[src/rtl/tgbm_pkg.sv]
// shared types and constants for the touch gesture button mapper
package tgbm_pkg;
  localparam int MAX_FINGERS = 8;
  localparam int COORD_BITS = 16;

  typedef enum logic [2:0] {
    OP_DOWN  = 3'd0,
    OP_MOVE  = 3'd1,
    OP_UP    = 3'd2,
    OP_KDOWN = 3'd3,
    OP_KUP   = 3'd4,
    OP_PAD   = 3'd5,
    OP_TICK  = 3'd6,
    OP_TICK7 = 3'd7
  } op_t;

  typedef enum logic [2:0] {
    REG_SCALE_X  = 3'd0,
    REG_SCALE_Y  = 3'd1,
    REG_DEADZONE = 3'd2,
    REG_RADIUS   = 3'd3,
    REG_TAP_MAX  = 3'd4,
    REG_TAP_HOLD = 3'd5
  } reg_t;

  localparam logic [12:0] SCALE_X_RST = 13'd640;
  localparam logic [12:0] SCALE_Y_RST = 13'd480;
  localparam logic [7:0] DEADZONE_RST = 8'd12;
  localparam logic [7:0] RADIUS_RST = 8'd18;
  localparam logic [15:0] TAP_MAX_RST = 16'd400;
  localparam logic [15:0] TAP_HOLD_RST = 16'd100;

  localparam int B_UP = 0;
  localparam int B_DOWN = 1;
  localparam int B_LEFT = 2;
  localparam int B_RIGHT = 3;
  localparam int B_CONFIRM = 4;
  localparam int B_CANCEL = 5;

  typedef enum logic [2:0] {
    ST_IDLE,
    ST_MULX,
    ST_MULY,
    ST_SQX,
    ST_SQY,
    ST_APPLY,
    ST_DRAG,
    ST_OUT
  } state_t;
endpackage

[src/rtl/tgbm_front.sv]
// input queue stage: holds up to two accepted events and maps opcode 7 onto OP_TICK
module tgbm_front #(
  parameter int CoordBits = tgbm_pkg::COORD_BITS
) (
  input  logic                 clk,
  input  logic                 rst,
  input  logic                 push,
  output logic                 full,
  input  logic [2:0]           opcode,
  input  logic [31:0]          finger_id,
  input  logic [CoordBits-1:0] pos_x,
  input  logic [CoordBits-1:0] pos_y,
  input  logic [3:0]           button_index,
  input  logic [9:0]           pad_buttons,
  input  logic [31:0]          now_ms,
  output logic                 ev_valid,
  input  logic                 ev_take,
  output tgbm_pkg::op_t        ev_op,
  output logic [31:0]          ev_id,
  output logic [CoordBits-1:0] ev_x,
  output logic [CoordBits-1:0] ev_y,
  output logic [3:0]           ev_bi,
  output logic [9:0]           ev_pad,
  output logic [31:0]          ev_now
);
  // two-entry queue
  logic [1:0] cnt;
  logic       wp, rp;
  tgbm_pkg::op_t        q_op [2];
  logic [31:0]          q_id [2];
  logic [CoordBits-1:0] q_x [2];
  logic [CoordBits-1:0] q_y [2];
  logic [3:0]           q_bi [2];
  logic [9:0]           q_pad [2];
  logic [31:0]          q_now [2];
  logic do_push, do_pop;

  assign full = (cnt == 2'd2);
  assign ev_valid = (cnt != 2'd0);
  assign do_push = push && !full;
  assign do_pop = ev_take && ev_valid;

  always_ff @(posedge clk) begin
    if (rst) begin
      cnt <= '0;
      wp <= 1'b0;
      rp <= 1'b0;
    end else begin
      if (do_push) wp <= ~wp;
      if (do_pop) rp <= ~rp;
      cnt <= cnt + {1'b0, do_push} - {1'b0, do_pop};
    end
  end

  always_ff @(posedge clk) begin
    if (do_push) begin
      q_op[wp] <= tgbm_pkg::op_t'(opcode);
      q_id[wp] <= finger_id;
      q_x[wp] <= pos_x;
      q_y[wp] <= pos_y;
      q_bi[wp] <= button_index;
      q_pad[wp] <= pad_buttons;
      q_now[wp] <= now_ms;
    end
  end

  always_comb begin
    ev_op = q_op[rp];
    if (ev_op == tgbm_pkg::OP_TICK7) ev_op = tgbm_pkg::OP_TICK;
    ev_id = q_id[rp];
    ev_x = q_x[rp];
    ev_y = q_y[rp];
    ev_bi = q_bi[rp];
    ev_pad = q_pad[rp];
    ev_now = q_now[rp];
  end
endmodule

[config.mk]
export PLATFORM = sky130hd
export DESIGN_NAME = tgbm_front
export DESIGN_NICKNAME = d
export VERILOG_FILES = /design/src/rtl/tgbm_pkg.sv /design/src/rtl/tgbm_front.sv
export SDC_FILE = /design/constraint.sdc
export NUM_CORES = 1
export LEC_CHECK = 0
export BUFFER_PORTS_ARGS = -buffer_cell sky130_fd_sc_hd__buf_4
export CAP_MARGIN = 15
export CORE_MARGIN = 1
export CORE_UTILIZATION = 47
export CTS_CLUSTER_SIZE = 20
export DETAILED_ROUTE_END_ITERATION = 8
export PLACE_DENSITY = 0.75
export RECOVER_POWER = 25
export SLEW_MARGIN = 20
export SYNTH_ARGS = -nofsm -noshare
export SYNTH_HDL_FRONTEND = slang
export SYNTH_SLANG_ARGS = --single-unit
export TNS_END_PERCENT = 30
[constraint.sdc]
create_clock -name clk -period 3.8 [get_ports clk]
set_clock_uncertainty 0.05 [all_clocks]
set_input_delay 0.19 -clock clk [delete_from_list [all_inputs] [get_ports clk]]
set_output_delay 0.19 -clock clk [all_outputs]
set_load 0.02 [all_outputs]
# [Yosys cells after proc, flatten, opt, wreduce, memory -nomap -nowiden]
# Memories as Yosys holds them, arrays and structs flattened. A register that Yosys moved wholly into a read port is not among the register bits.
# Index checks and enable logic that the tools add are counted.
[totals] register_bits=4 ramBits=226 in_bits=117 out_inout_bits=115 wordCells=37 memories=7
[mem_list] memory="q_id" depth=2 width=32 rd=1 rd_clocked_by_memory_dff=1 wr=1 line_no="tgbm_front.sv:30" rtl="logic [31:0] q_id [2];"
[mem_list] memory="q_now" depth=2 width=32 rd=1 rd_clocked_by_memory_dff=1 wr=1 line_no="tgbm_front.sv:35" rtl="logic [31:0] q_now [2];"
[mem_list] memory="q_x" depth=2 width=16 rd=1 rd_clocked_by_memory_dff=1 wr=1 line_no="tgbm_front.sv:31" rtl="logic [CoordBits-1:0] q_x [2];"
[mem_list] memory="q_y" depth=2 width=16 rd=1 rd_clocked_by_memory_dff=1 wr=1 line_no="tgbm_front.sv:32" rtl="logic [CoordBits-1:0] q_y [2];"
[mem_list] memory="q_pad" depth=2 width=10 rd=1 rd_clocked_by_memory_dff=1 wr=1 line_no="tgbm_front.sv:34" rtl="logic [9:0] q_pad [2];"
[mem_list] memory="q_bi" depth=2 width=4 rd=1 rd_clocked_by_memory_dff=1 wr=1 line_no="tgbm_front.sv:33" rtl="logic [3:0] q_bi [2];"
[mem_list] memory="+1 memories"
[classes] n_addsub=2 eq_ne=2 mux=17 bitwise=2 reduce_logical=4
[op_table] operator="2-to-1 mux 1 bit" count=16
[op_table] operator="== test 3 bit (second input constant)" count=1
[op_table] operator="2-to-1 mux 3 bit" count=1
[op_table] operator="adder 2 x 1 -> 2 bit" count=1
[op_table] operator="== test 2 bit (second input constant)" count=1
[op_table] operator="logical AND 1 bit" count=2
[op_table] operator="NOT 1 bit" count=2
[op_table] operator="nonzero test 2 bit" count=1
[op_table] operator="subtractor 2 x 1 -> 2 bit" count=1
[op_table] operator="zero test 1 bit" count=1

# [Logic depth before layout (Yosys ltp)]
# Gate-level depths: netlist (run 1).
[logic_depth] ltp_word=5 mapped_depth=8 mapped_depth_nobuf=8

# [Least setup slack after synthesis (run 1)]
# Ideal clock, no wire load.
[synth_path] kind="register to register" from="register cnt[0]" to="memory q_bi[1][0], enable pin" setup_ns=0.486 t_arrival_ns=3.139 required_ns=3.264 slack_ns=0.125 path_stages_with_launch=3 n_path_buf=0 period_less_slack_ns=3.675 cell_sequence="dfxtp_1 -> nand2b_1 -> and3_1"
[synth_via] elab_chain_len=5
[synth_rtl] item="start: declaration" line_no="tgbm_front.sv:27" rtl="logic [1:0] cnt;"
[synth_rtl] item="start signal: assignment" line_no="tgbm_front.sv:51" rtl="cnt <= cnt + {1'b0, do_push} - {1'b0, do_pop};"
[synth_rtl] item="== test 2 bit" line_no="tgbm_front.sv:38" rtl="assign full = (cnt == 2'd2);"
[synth_rtl] item="zero test 1 bit" line_no="tgbm_front.sv:40" rtl="assign do_push = push && !full;"
[synth_rtl] item="logical AND 1 bit" line_no="tgbm_front.sv:40"
[synth_rtl] item="2-to-1 mux 1 bit" line_no="tgbm_front.sv:56" rtl="if (do_push) begin"
[synth_rtl] item="2-to-1 mux 1 bit (not written as such)" line_no="tgbm_front.sv:61" rtl="q_bi[wp] <= button_index;"
[synth_rtl] item="end: declaration" line_no="tgbm_front.sv:33"
# No other way between the ends.

==> results of run 1 <==
==> flip-flops by register name, summed over array words and instances, names as in the netlist, named ones only <==
name	flops
q_bi	8
rp	1
q_id	64
cnt	2
q_x	32
q_y	32
wp	1
q_op	6
q_now	64
q_pad	20
==> stage by stage <==
step	hold slack [ns]	utilization (%)	worst slack, ns
after floorplan	0.209	-	0.125
after global placement	0.325	59.2	1.55
after detailed placement	0.327	59.2	1.44
after CTS	0.0232	69.5	1.08
after global routing	0.0752	69.2	1.03
final	0.0349	69.2	1.13
==> worst min-delay path by stage <==
stage,start,to,cells past startpoint
after floorplan,rst,wp,1
after global placement,now_ms[31],q_now[0][31],1
after detailed placement,now_ms[0],q_now[1][0],1
after CTS,push,wp,4
after global routing,push,wp,4
final,push,wp,4
==> cell type report <==
cell class / instances / area, um^2 / area share, %
clock buffer: 26 / 587 / 4.70
clock inverter: 13 / 133 / 1.06
inverter: 4 / 17.5 / 0.140
multi-input combinational: 131 / 1670 / 13.4
sequential: 231 / 6890 / 55.2
tap: 229 / 287 / 2.30
timing repair buffer: 350 / 2890 / 23.2
==> Yosys cell counts <==
library cell	instances	share of area, %
sky130_fd_sc_hd__edfxtp_1	226	78
sky130_fd_sc_hd__mux2_4	72	12
sky130_fd_sc_hd__mux2_2	40	5.2
sky130_fd_sc_hd__buf_6	8	1.0
sky130_fd_sc_hd__buf_2	5	0.29
sky130_fd_sc_hd__dfxtp_1	5	1.2
sky130_fd_sc_hd__inv_1	4	0.17
sky130_fd_sc_hd__nor2_1	3	0.13
sky130_fd_sc_hd__ha_1	2	0.29
sky130_fd_sc_hd__xnor2_1	2	0.20
sky130_fd_sc_hd__a21oi_1	1	0.058
sky130_fd_sc_hd__a21oi_2	1	0.10
sky130_fd_sc_hd__and3_1	1	0.072
sky130_fd_sc_hd__mux2i_1	1	0.12
sky130_fd_sc_hd__nand2_1	1	0.043
sky130_fd_sc_hd__nand2b_1	1	0.072
sky130_fd_sc_hd__nor2b_1	1	0.072
sky130_fd_sc_hd__o21a_1	1	0.087
sky130_fd_sc_hd__o21ai_0	1	0.058
sky130_fd_sc_hd__or2_2	1	0.072
sky130_fd_sc_hd__or3_1	1	0.072
sky130_fd_sc_hd__xor2_1	1	0.10
==> kinds of logic after synthesis <==
family                     synth area share [%]
muxes                                      17.8
and+or+nand+nor                           0.533
xor gates and xnor gates                  0.303
adders and majority gates                 0.288
DFF                                        79.3
buffers and inverters                      1.50
AOI/OAI and AO/OA                         0.303
==> what timing repair did <==
item | 4_1_cts | 5_1_grt
setup endpoints to repair | 0 | 0
hold buffers | 114 | 0
endpoints found under the hold margin | 231 | 0
==> critical path: stages (launching register included) <==
cell and delay, ns:
sky130_fd_sc_hd__dfxtp_4 0.84, sky130_fd_sc_hd__buf_4 0.52, sky130_fd_sc_hd__mux2_2 0.40, sky130_fd_sc_hd__buf_4 0.16
==> layer usage <==
| metal | GRT usage [%] | vias up |
|---|---|---|
| li1 | - | 2223 |
| met1 | 21.3 | 2358 |
| met2 | 31.9 | 184 |
| met3 | 3.98 | 33 |
| met4 | 5.62 | 0 |
| met5 | 0 | - |
==> power breakdown <==
part / total (W) / leakage [nW] / switching, W / internal [W]
sequential: 0.00332 / 2.15 / 0.000155 / 0.00316
combinational: 0.00228 / 2.30 / 0.00113 / 0.00115
clock: 0.00218 / 0.354 / 0.000877 / 0.00130
total: 0.00778 / 4.81 / 0.00216 / 0.00562
==> summary.json, run 1 <==
{
  "irDropWorstVdd_mv": 0.516,
  "met3_wirelength_um": 1140,
  "die-width_um": 138,
  "synthCells": 379,
  "regToRegStartpoint": "cnt[0]",
  "synth_seq_cells": 231,
  "hold_path.class": "in2reg",
  "final-hold-violation-count": 0,
  "fin_setup_tns_ns": 0,
  "synthesis.yosys.warnings": 0,
  "clkSlewWorstSetupHoldPaths_ns": 0.06,
  "place_inst": 831,
  "grt_max_degree": 60,
  "worst_r2r_end": "q_id[0][29]",
  "worstSkewPairLatency_ns": 0.49,
  "timing.final.setup_violations": 0,
  "portBuffers": 231,
  "maxSlewViolCount": 0,
  "place_congestion": 0.731,
  "die-area_um2": 19000,
  "clkSinkCount": 231,
  "final_cell_mix": "sky130_fd_sc_hd__edfxtp_1 (226), sky130_fd_sc_hd__buf_4 (158), sky130_fd_sc_hd__dlygate4sd3_1 (114)",
  "synthesis.area_um2": 8680,
  "global_route.usage.total_pct": 17.9,
  "clock_tree.root_cell": "sky130_fd_sc_hd__clkbuf_16",
  "routed_via_density": 4.88,
  "achievable-frequency_mhz": 375,
  "tritoncts.num_buffers": 23,
  "finish.instance_area_um2": 12500,
  "placedInstanceArea_um2": 10700,
  "leakage_nw": 4.81,
  "start_kind": "flip-flop",
  "vias_in_the_first_global_route": 5074,
  "synth.yosys.seq_area_share_pct": 79.3,
  "routed-via-count": 4798,
  "post_synthesis_net_count": 498,
  "max-slew-margin-rel_pct": 47.9,
  "layoutNonFillerInstCount": 984,
  "drc_errors": 0,
  "post-layout-total-power_w": 0.00778,
  "cts.repair_timing.setup_buffer_count": 0,
  "post-route-period-util_pct": 70.2,
  "end_kind": "output pin",
  "worst-slew-pin-transition_ns": 0.781,
  "antenna_left": 0,
  "drive_above_1_share_pct": 48.6,
  "cts-htree-levels": 1,
  "crit_arrival_ns": 2.43,
  "core-area_um2": 18000,
  "power-per-cell-area_nw_per_um2": 624,
  "place.detailed.hpwl_um": 10500,
  "antennaDiodeCount": 0,
  "grt_overflow": 0,
  "area_growth_syn_to_layout_pct": 43.7,
  "synth_cell_types": 22,
  "drt-wirelength-per-cell_um": 18.0,
  "dr.first_iter.drc_count": 292,
  "r2r_slack_ns": 1.48,
  "worst_r2r_path_depth": 5,
  "syn-mean-instance-area_um2": 22.9,
  "ctsLongestPathBuffers": 3,
  "design.portCount": 232,
  "m1WireLength_um": 7010,
  "post_cts_resized": 0,
  "antenna_found_initial": 0,
  "run_status": "complete, no violations",
  "criticalPathCategory": "reg2out",
  "layout_min_cycle_time_ns": 2.67,
  "topRoutingLayerUsed": "met4",
  "cp.required_ns": 3.56,
  "num-fill-cells": 1173,
  "met2_length_um": 9180,
  "final_common_cell": "sky130_fd_sc_hd__edfxtp_1",
  "first_pass_grt_wire_length_um": 25600,
  "tritoncts": "done",
  "critical_path_peak_fanout": 40,
  "floorplan.initialDensity_pct": 48.2,
  "drv.max_cap_violation_count": 0,
  "fin_nets": 860,
  "unrepaired_setup_endpoints_after_global_routing": "no",
  "drt_pre_antenna_iters": 4,
  "die_h_um": 138,
  "totalWireLength_um": 17700,
  "placement_rows": 49,
  "worstSetupEndpoint": "ev_id[16]"
}
No activity file was read; power rests on OpenSTA's default activity.
==> inputs of run 2 (changes only) <==
--- a/config.mk
+++ b/config.mk
@@ -8,10 +8,10 @@
 export BUFFER_PORTS_ARGS = -buffer_cell sky130_fd_sc_hd__buf_4
 export CAP_MARGIN = 15
 export CORE_MARGIN = 1
-export CORE_UTILIZATION = 47
+export CORE_UTILIZATION = 52
 export CTS_CLUSTER_SIZE = 20
 export DETAILED_ROUTE_END_ITERATION = 8
-export PLACE_DENSITY = 0.75
+export PLACE_DENSITY = 0.79
 export RECOVER_POWER = 25
 export SLEW_MARGIN = 20
 export SYNTH_ARGS = -nofsm -noshare
==> constraint.sdc (replaced) <==
create_clock -name clk -period 2.46 [get_ports clk]
set_clock_uncertainty 0.05 [all_clocks]
set_input_delay 0.123 -clock clk [delete_from_list [all_inputs] [get_ports clk]]
set_output_delay 0.123 -clock clk [all_outputs]
set_load 0.02 [all_outputs]
==> run 2 against run 1 <==
Wire length is 2.9% higher. Worst setup slack worse by 0.94 ns. Largest cell class unchanged. Sequential share of layout area is 0.26 points lower. Sequential cell count stayed put.
==> summary.json, run 2 (synthesized netlist as in run 1, its figures left out) <==
{
  "run_status": {"value": "complete, no violations", "change": "unchanged"},
  "unrepaired_setup_endpoints_after_global_routing": {"value": "no", "change": "unchanged"},
  "place.detailed.hpwl": {"value": 10800, "unit": "um", "change": "was 10500 um"},
  "post_cts_resized": {"value": 0, "change": "unchanged"},
  "die_h": {"value": 131, "unit": "um", "change": "was 138 um"},
  "tritoncts.num_buffers": {"value": 23, "change": "unchanged"},
  "ctsLongestPathBuffers": {"value": 3, "change": "unchanged"},
  "post-route-period-util_pct": 92.2,
  "fin_nets": {"value": 866, "change": "was 860"},
  "global_route.usage.total": {"value": 21.1, "unit": "%", "change": "was 17.9%"},
  "drive_above_1_share": {"value": 49.2, "unit": "%", "change": "was 48.6%"},
  "critical_path_peak_fanout": {"value": 25, "change": "was 40"},
  "post-layout-total-power": {"value": 0.0120, "unit": "W", "change": "was 0.00778 W"},
  "placedInstanceArea": {"value": 10700, "unit": "um^2", "change": "about the same"},
  "m1WireLength": {"value": 6940, "unit": "um", "change": "was 7010 um"},
  "antenna_found_initial": {"value": 0, "change": "unchanged"},
  "leakage": {"value": 4.85, "unit": "nW", "change": "was 4.81 nW"},
  "worstSkewPairLatency": {"value": 0.48, "unit": "ns", "change": "was 0.49 ns"},
  "comb_power_share": {"value": 30.5, "unit": "%", "change": "was 29.4%"},
  "routed-via-count": {"value": 4843, "change": "was 4798"},
  "finish.instance_area": {"value": 12500, "unit": "um^2", "change": "about the same"},
  "grt_overflow": {"value": 0, "change": "unchanged"},
  "power-per-cell-area": {"value": 957, "unit": "nW/um^2", "change": "was 624 nW/um^2"},
  "place_congestion": {"value": 0.763, "change": "was 0.731"},
  "timing.final.setup_violations": {"value": 0, "change": "unchanged"},
  "core-area": {"value": 16100, "unit": "um^2", "change": "was 18000 um^2"},
  "hold_path.class": {"value": "in2reg", "change": "unchanged"},
  "holdBufCountCts": {"value": 115, "change": "was 114"},
  "cts-htree-levels": {"value": 1, "change": "unchanged"},
  "regToRegStartpoint": {"value": "cnt[0]", "change": "unchanged"},
  "antenna_left": {"value": 0, "change": "unchanged"},
  "portBuffers": {"value": 231, "change": "unchanged"},
  "routed_via_density": {"value": 4.95, "change": "was 4.88"},
  "end_kind": {"value": "output pin", "change": "unchanged"},
  "area_growth_syn_to_layout": {"value": 44.4, "unit": "%", "change": "was 43.7%"},
  "die-area": {"value": 17200, "unit": "um^2", "change": "was 19000 um^2"},
  "placement_rows": {"value": 46, "change": "was 49"},
  "grt_max_degree": {"value": 66, "change": "was 60"},
  "netSwitchingPower": {"value": 0.00336, "unit": "W", "change": "was 0.00216 W"},
  "clkSlewWorstSetupHoldPaths": {"value": 0.06, "unit": "ns", "change": "about the same"},
  "max-slew-margin-rel": {"value": 56.9, "unit": "%", "change": "was 47.9%"},
  "start_kind": {"value": "flip-flop", "change": "unchanged"},
  "design.portCount": {"value": 232, "change": "unchanged"},
  "cp.required": {"value": 2.29, "unit": "ns", "change": "was 3.56 ns"},
  "drt-wirelength-per-cell": {"value": 18.6, "unit": "um", "change": "was 18.0 um"},
  "final-hold-violation-count": {"value": 0, "change": "unchanged"},
  "worst-slew-pin-transition": {"value": 0.647, "unit": "ns", "change": "was 0.781 ns"},
  "totalWireLength": {"value": 18200, "unit": "um", "change": "was 17700 um"},
  "vias_in_the_first_global_route": {"value": 5299, "change": "was 5074"},
  "achievable-frequency_mhz": 441,
  "p_int": {"value": 0.00864, "unit": "W", "change": "was 0.00562 W"},
  "dr.first_iter.drc_count": {"value": 229, "change": "was 292"},
  "die-width": {"value": 131, "unit": "um", "change": "was 138 um"},
  "topRoutingLayerUsed": {"value": "met4", "change": "unchanged"},
  "irDropWorstVdd": {"value": 1.08, "unit": "mV", "change": "was 0.516 mV"},
  "antennaDiodeCount": {"value": 0, "change": "unchanged"},
  "post_route_worst_hold_slack": {"value": 0.0358, "unit": "ns", "change": "was 0.0349 ns"},
  "maxSlewViolCount": {"value": 0, "change": "unchanged"},
  "reg.largest.list": {"value": "q_id x64, q_now x64", "change": "unchanged"},
  "criticalPathCategory": {"value": "reg2out", "change": "unchanged"},
  "tritoncts": {"value": "done", "change": "unchanged"},
  "power.share.clock": {"value": 27.1, "unit": "%", "change": "was 28.0%"},
  "drt_pre_antenna_iters": {"value": 5, "change": "was 4"},
  "final_cell_mix": {"value": "sky130_fd_sc_hd__edfxtp_1 (226), sky130_fd_sc_hd__buf_4 (163), sky130_fd_sc_hd__dlygate4sd3_1 (115)", "change": "was sky130_fd_sc_hd__edfxtp_1 (226), sky130_fd_sc_hd__buf_4 (158), sky130_fd_sc_hd__dlygate4sd3_1 (114)"},
  "crit_arrival": {"value": 2.10, "unit": "ns", "change": "was 2.43 ns"},
  "drv.max_cap_violation_count": {"value": 0, "change": "unchanged"},
  "p_sw_share": {"value": 28.0, "unit": "%", "change": "was 27.8%"},
  "met2_length": {"value": 9690, "unit": "um", "change": "was 9180 um"},
  "final_common_cell": {"value": "sky130_fd_sc_hd__edfxtp_1", "change": "unchanged"},
  "first_pass_grt_wire_length": {"value": 27900, "unit": "um", "change": "was 25600 um"},
  "drc_errors": {"value": 0, "change": "unchanged"},
  "layout_min_cycle_time_ns": 2.27,
  "hold_start": {"value": "ev_take", "change": "was push"},
  "met3_wirelength": {"value": 1170, "unit": "um", "change": "was 1140 um"},
  "clkSinkCount": {"value": 231, "change": "unchanged"},
  "floorplan.initialDensity": {"value": 53.9, "unit": "%", "change": "was 48.2%"},
  "cts.repair_timing.setup_buffer_count": {"value": 0, "change": "unchanged"},
  "sequentialPowerShare": {"value": 42.4, "unit": "%", "change": "was 42.6%"},
  "clock_tree.root_cell": {"value": "sky130_fd_sc_hd__clkbuf_16", "change": "unchanged"}
}
-- run 2: changes by cell type in the layout (fill, tap and decap cells not counted), sizes merged --
cell,change
clkbuf,-2
dlygate4sd3,+1
bufinv,-1
clkinv,+1
buf,+8
-- run 2: cell type report --
type                            instances  area [um^2]
Sequential cell                       231         6890
Fill cell                             913         3580
Timing Repair Buffer                  356         2990
Multi-Input combinational cell        131         1670
Clock buffer                           27          591
Tap cell                              216          270
Clock inverter                         13          108
Inverter                                4         17.5
-- run 2: stage by stage --
| step | worst slack, ns | instances | TNS [ns] | utilization (%) |
|---|---|---|---|---|
| 6_report | 0.191 | 978 | 0 | 77.8 |
| 4_1_cts | 0.147 | 978 | 0 | 78.1 |
| 3_5_place_dp | 0.450 | 823 | 0 | 66.6 |
| 3_3_place_gp | 0.545 | 823 | 0 | 66.6 |
| 2_1_floorplan | -1.19 | 379 | -134.09 | - |
| 5_1_grt | 0.0912 | 978 | 0 | 77.8 |
-- run 2: final timing paths --
| check | endpoint | slack [ns] | cells past startpoint |
|---|---|---|---|
| setup reg to reg | q_x[0][11] | 0.44 | 5 |
| hold / removal | rp | 0.04 | 4 |
| hold reg to reg | wp | 0.46 | 2 |
| setup / recovery | ev_id[31] | 0.19 | 3 |
-- run 2: worst max-delay path, cell delays in order, from the launching register on --
cell	delay (ns)
sky130_fd_sc_hd__dfxtp_4	0.66
sky130_fd_sc_hd__buf_4	0.39
sky130_fd_sc_hd__mux2_2	0.40
sky130_fd_sc_hd__buf_4	0.16
-- run 2: per-layer routing --
metal  up-vias  track usage (%)
li1       2232                -
met2       202             39.1
met1      2373             24.2
met3        36             4.63
met4         0             6.47
met5         -                0
-- run 2: power by group through the flow --
stage / Sequential [W] / Combinational [W] / Clock (W)
after floorplan: 0.00508 / 0.00228 / 0
after global placement: 0.00513 / 0.00346 / 0
after detailed placement: 0.00517 / 0.00350 / 0
after CTS: 0.00509 / 0.00368 / 0.00330
after global routing: 0.00513 / 0.00384 / 0.00346
final: 0.00509 / 0.00366 / 0.00325
==> inputs of run 3 (changes only) <==
--- a/config.mk
+++ b/config.mk
@@ -12,7 +12,6 @@
 export CTS_CLUSTER_SIZE = 20
 export DETAILED_ROUTE_END_ITERATION = 8
 export PLACE_DENSITY = 0.79
-export RECOVER_POWER = 25
 export SLEW_MARGIN = 20
 export SYNTH_ARGS = -nofsm -noshare
 export SYNTH_HDL_FRONTEND = slang
==> run 3 against run 2 <==
Hold slack about the same. Highest routed layer unchanged. Critical endpoint is now ev_id[11]. Sequential cell count stayed put. Critical path type unchanged. Wire length rose by 0.69%. First-iteration DRC count shrank 7.9%.
==> summary.json, run 3 (synthesized netlist as in run 1, its figures left out) <==
{
  "place_congestion": {"value": 0.763, "change": "unchanged"},
  "die-width": {"value": 131, "unit": "um", "change": "unchanged"},
  "drv.max_cap_violation_count": {"value": 0, "change": "unchanged"},
  "crit_arrival": {"value": 2.10, "unit": "ns", "change": "about the same"},
  "worst_r2r_end": {"value": "q_x[0][11]", "change": "unchanged"},
  "power-per-cell-area": {"value": 955, "unit": "nW/um^2", "change": "was 957 nW/um^2"},
  "hold_path.class": {"value": "in2reg", "change": "unchanged"},
  "reg.largest.list": {"value": "q_id x64, q_now x64", "change": "unchanged"},
  "fin_nets": {"value": 866, "change": "unchanged"},
  "totalWireLength": {"value": 18400, "unit": "um", "change": "was 18200 um"},
  "ctsLongestPathBuffers": {"value": 3, "change": "unchanged"},
  "die-area": {"value": 17200, "unit": "um^2", "change": "unchanged"},
  "achievable-frequency": {"value": 441, "unit": "MHz", "change": "about the same"},
  "critical_path_peak_fanout": {"value": 25, "change": "unchanged"},
  "global_route.usage.total": {"value": 21.1, "unit": "%", "change": "unchanged"},
  "clkSinkCount": {"value": 231, "change": "unchanged"},
  "setup_slack": {"value": 0.192, "unit": "ns", "change": "was 0.191 ns"},
  "portBuffers": {"value": 231, "change": "unchanged"},
  "run_status": {"value": "complete, no violations", "change": "unchanged"},
  "routed-via-count": {"value": 4844, "change": "was 4843"},
  "post-route-period-util": {"value": 92.2, "unit": "%", "change": "about the same"},
  "max-slew-margin-rel": {"value": 56.3, "unit": "%", "change": "was 56.9%"},
  "place.detailed.hpwl": {"value": 10800, "unit": "um", "change": "unchanged"},
  "area_growth_syn_to_layout": {"value": 44.9, "unit": "%", "change": "was 44.4%"},
  "grt_max_degree": {"value": 66, "change": "unchanged"},
  "tritoncts": {"value": "done", "change": "unchanged"},
  "irDropWorstVdd": {"value": 1.08, "unit": "mV", "change": "about the same"},
  "holdBufCountCts": {"value": 115, "change": "unchanged"},
  "end_kind": {"value": "output pin", "change": "unchanged"},
  "dp_worst_setup_slack": {"value": 0.450, "unit": "ns", "change": "unchanged"},
  "maxSlewViolCount": {"value": 0, "change": "unchanged"},
  "cts-htree-levels": {"value": 1, "change": "unchanged"},
  "criticalPathCategory": {"value": "reg2out", "change": "unchanged"},
  "tritoncts.num_buffers": {"value": 23, "change": "unchanged"},
  "worst_r2r_path_depth": {"value": 5, "change": "unchanged"},
  "worst-slew-pin-transition": {"value": 0.655, "unit": "ns", "change": "was 0.647 ns"},
  "grt_overflow": {"value": 0, "change": "unchanged"},
  "routed_via_density": {"value": 4.95, "change": "about the same"},
  "regToRegStartpoint": {"value": "cnt[0]", "change": "unchanged"},
  "post_cts_resized": {"value": 0, "change": "unchanged"},
  "die_h": {"value": 131, "unit": "um", "change": "unchanged"},
  "unrepaired_setup_endpoints_after_global_routing": {"value": "no", "change": "unchanged"},
  "design.portCount": {"value": 232, "change": "unchanged"},
  "min_path_cells": {"value": 4, "change": "unchanged"},
  "whs_endpoint": {"value": "rp", "change": "unchanged"},
  "leakage": {"value": 4.91, "unit": "nW", "change": "was 4.85 nW"},
  "floorplan.initialDensity": {"value": 53.9, "unit": "%", "change": "unchanged"},
  "drc_errors": {"value": 0, "change": "unchanged"},
  "clkSlewWorstSetupHoldPaths": {"value": 0.06, "unit": "ns", "change": "about the same"},
  "final_cell_mix": {"value": "sky130_fd_sc_hd__buf_4 (235), sky130_fd_sc_hd__edfxtp_1 (226), sky130_fd_sc_hd__dlygate4sd3_1 (115)", "change": "was sky130_fd_sc_hd__edfxtp_1 (226), sky130_fd_sc_hd__buf_4 (163), sky130_fd_sc_hd__dlygate4sd3_1 (115)"},
  "post_route_worst_hold_slack": {"value": 0.0353, "unit": "ns", "change": "was 0.0358 ns"},
  "first_pass_grt_wire_length": {"value": 27900, "unit": "um", "change": "unchanged"},
  "vias_in_the_first_global_route": {"value": 5299, "change": "unchanged"},
  "final-hold-violation-count": {"value": 0, "change": "unchanged"},
  "start_kind": {"value": "flip-flop", "change": "unchanged"},
  "drive_above_1_share": {"value": 50.9, "unit": "%", "change": "was 49.2%"},
  "cp.required": {"value": 2.29, "unit": "ns", "change": "about the same"},
  "placement_rows": {"value": 46, "change": "unchanged"},
  "drt-wirelength-per-cell": {"value": 18.8, "unit": "um", "change": "was 18.6 um"},
  "worstSkewPairLatency": {"value": 0.48, "unit": "ns", "change": "about the same"},
  "final_common_cell": {"value": "sky130_fd_sc_hd__buf_4", "change": "was sky130_fd_sc_hd__edfxtp_1"},
  "layout_min_cycle_time": {"value": 2.27, "unit": "ns", "change": "about the same"},
  "r2r_slack": {"value": 0.44, "unit": "ns", "change": "about the same"},
  "antenna_left": {"value": 0, "change": "unchanged"},
  "dr.first_iter.drc_count": {"value": 211, "change": "was 229"},
  "antennaDiodeCount": {"value": 0, "change": "unchanged"},
  "hold_start": {"value": "ev_take", "change": "unchanged"},
  "core-area": {"value": 16100, "unit": "um^2", "change": "unchanged"},
  "timing.final.setup_violations": {"value": 0, "change": "unchanged"},
  "antenna_found_initial": {"value": 0, "change": "unchanged"},
  "cts.repair_timing.setup_buffer_count": {"value": 0, "change": "unchanged"},
  "drt_pre_antenna_iters": {"value": 4, "change": "was 5"},
  "clock_tree.root_cell": {"value": "sky130_fd_sc_hd__clkbuf_16", "change": "unchanged"}
}
-- run 3: worst max-delay path by stage --
stage | cells after the start | startpoint | end | slack [ns]
6_report | 3 | flip-flop | ev_id[11] | 0.19
5_1_grt | 3 | flip-flop | ev_id[31] | 0.09
4_1_cts | 3 | flip-flop | ev_id[11] | 0.15
3_5_place_dp | 5 | cnt[0] | q_x[0][10] | 0.45
3_3_place_gp | 5 | cnt[0] | q_x[0][9] | 0.55
2_1_floorplan | 4 | cnt[0] | q_bi[0][0] | -1.19
-- run 3: final cells by class --
class | instances | area (um^2)
Fill cell | 899 | 3530
Multi-Input combinational cell | 131 | 1670
Clock buffer | 27 | 591
Clock inverter | 13 | 108
Tap cell | 216 | 270
Sequential cell | 231 | 6890
Timing Repair Buffer | 356 | 3040
Inverter | 4 | 17.5
-- run 3: metal layers --
metal	part of all wire (%)	vias up	GRT usage, %
li1	-	2227	-
met1	38	2383	24.2
met2	53	198	39.1
met3	6.3	36	4.63
met4	2.3	0	6.47
met5	0	-	0
-- run 3: critical path, stage by stage (launching register included) --
cell and delay [ns]:
sky130_fd_sc_hd__dfxtp_4 0.66, sky130_fd_sc_hd__buf_4 0.39, sky130_fd_sc_hd__mux2_2 0.39, sky130_fd_sc_hd__buf_4 0.16
-- run 3: power by group --
part	switching (W)	total, W	internal [W]
logic	0.00182	0.00368	0.00186
clock network	0.00134	0.00325	0.00191
registers	0.000206	0.00509	0.00489
total	0.00336	0.0120	0.00865
-- run 3: through the flow --
stage          total power, W  std cells  util (%)  TNS [ns]  cell area [um^2]
2_1_floorplan         0.00736        379         -   -134.09              8680
3_5_place_dp          0.00868        823      66.6         0             10700
4_1_cts                0.0121        978      78.1         0             12600
5_1_grt                0.0124        978      78.1         0             12600
3_3_place_gp          0.00859        823      66.6         0             10700
6_report               0.0120        978      78.1         0             12600
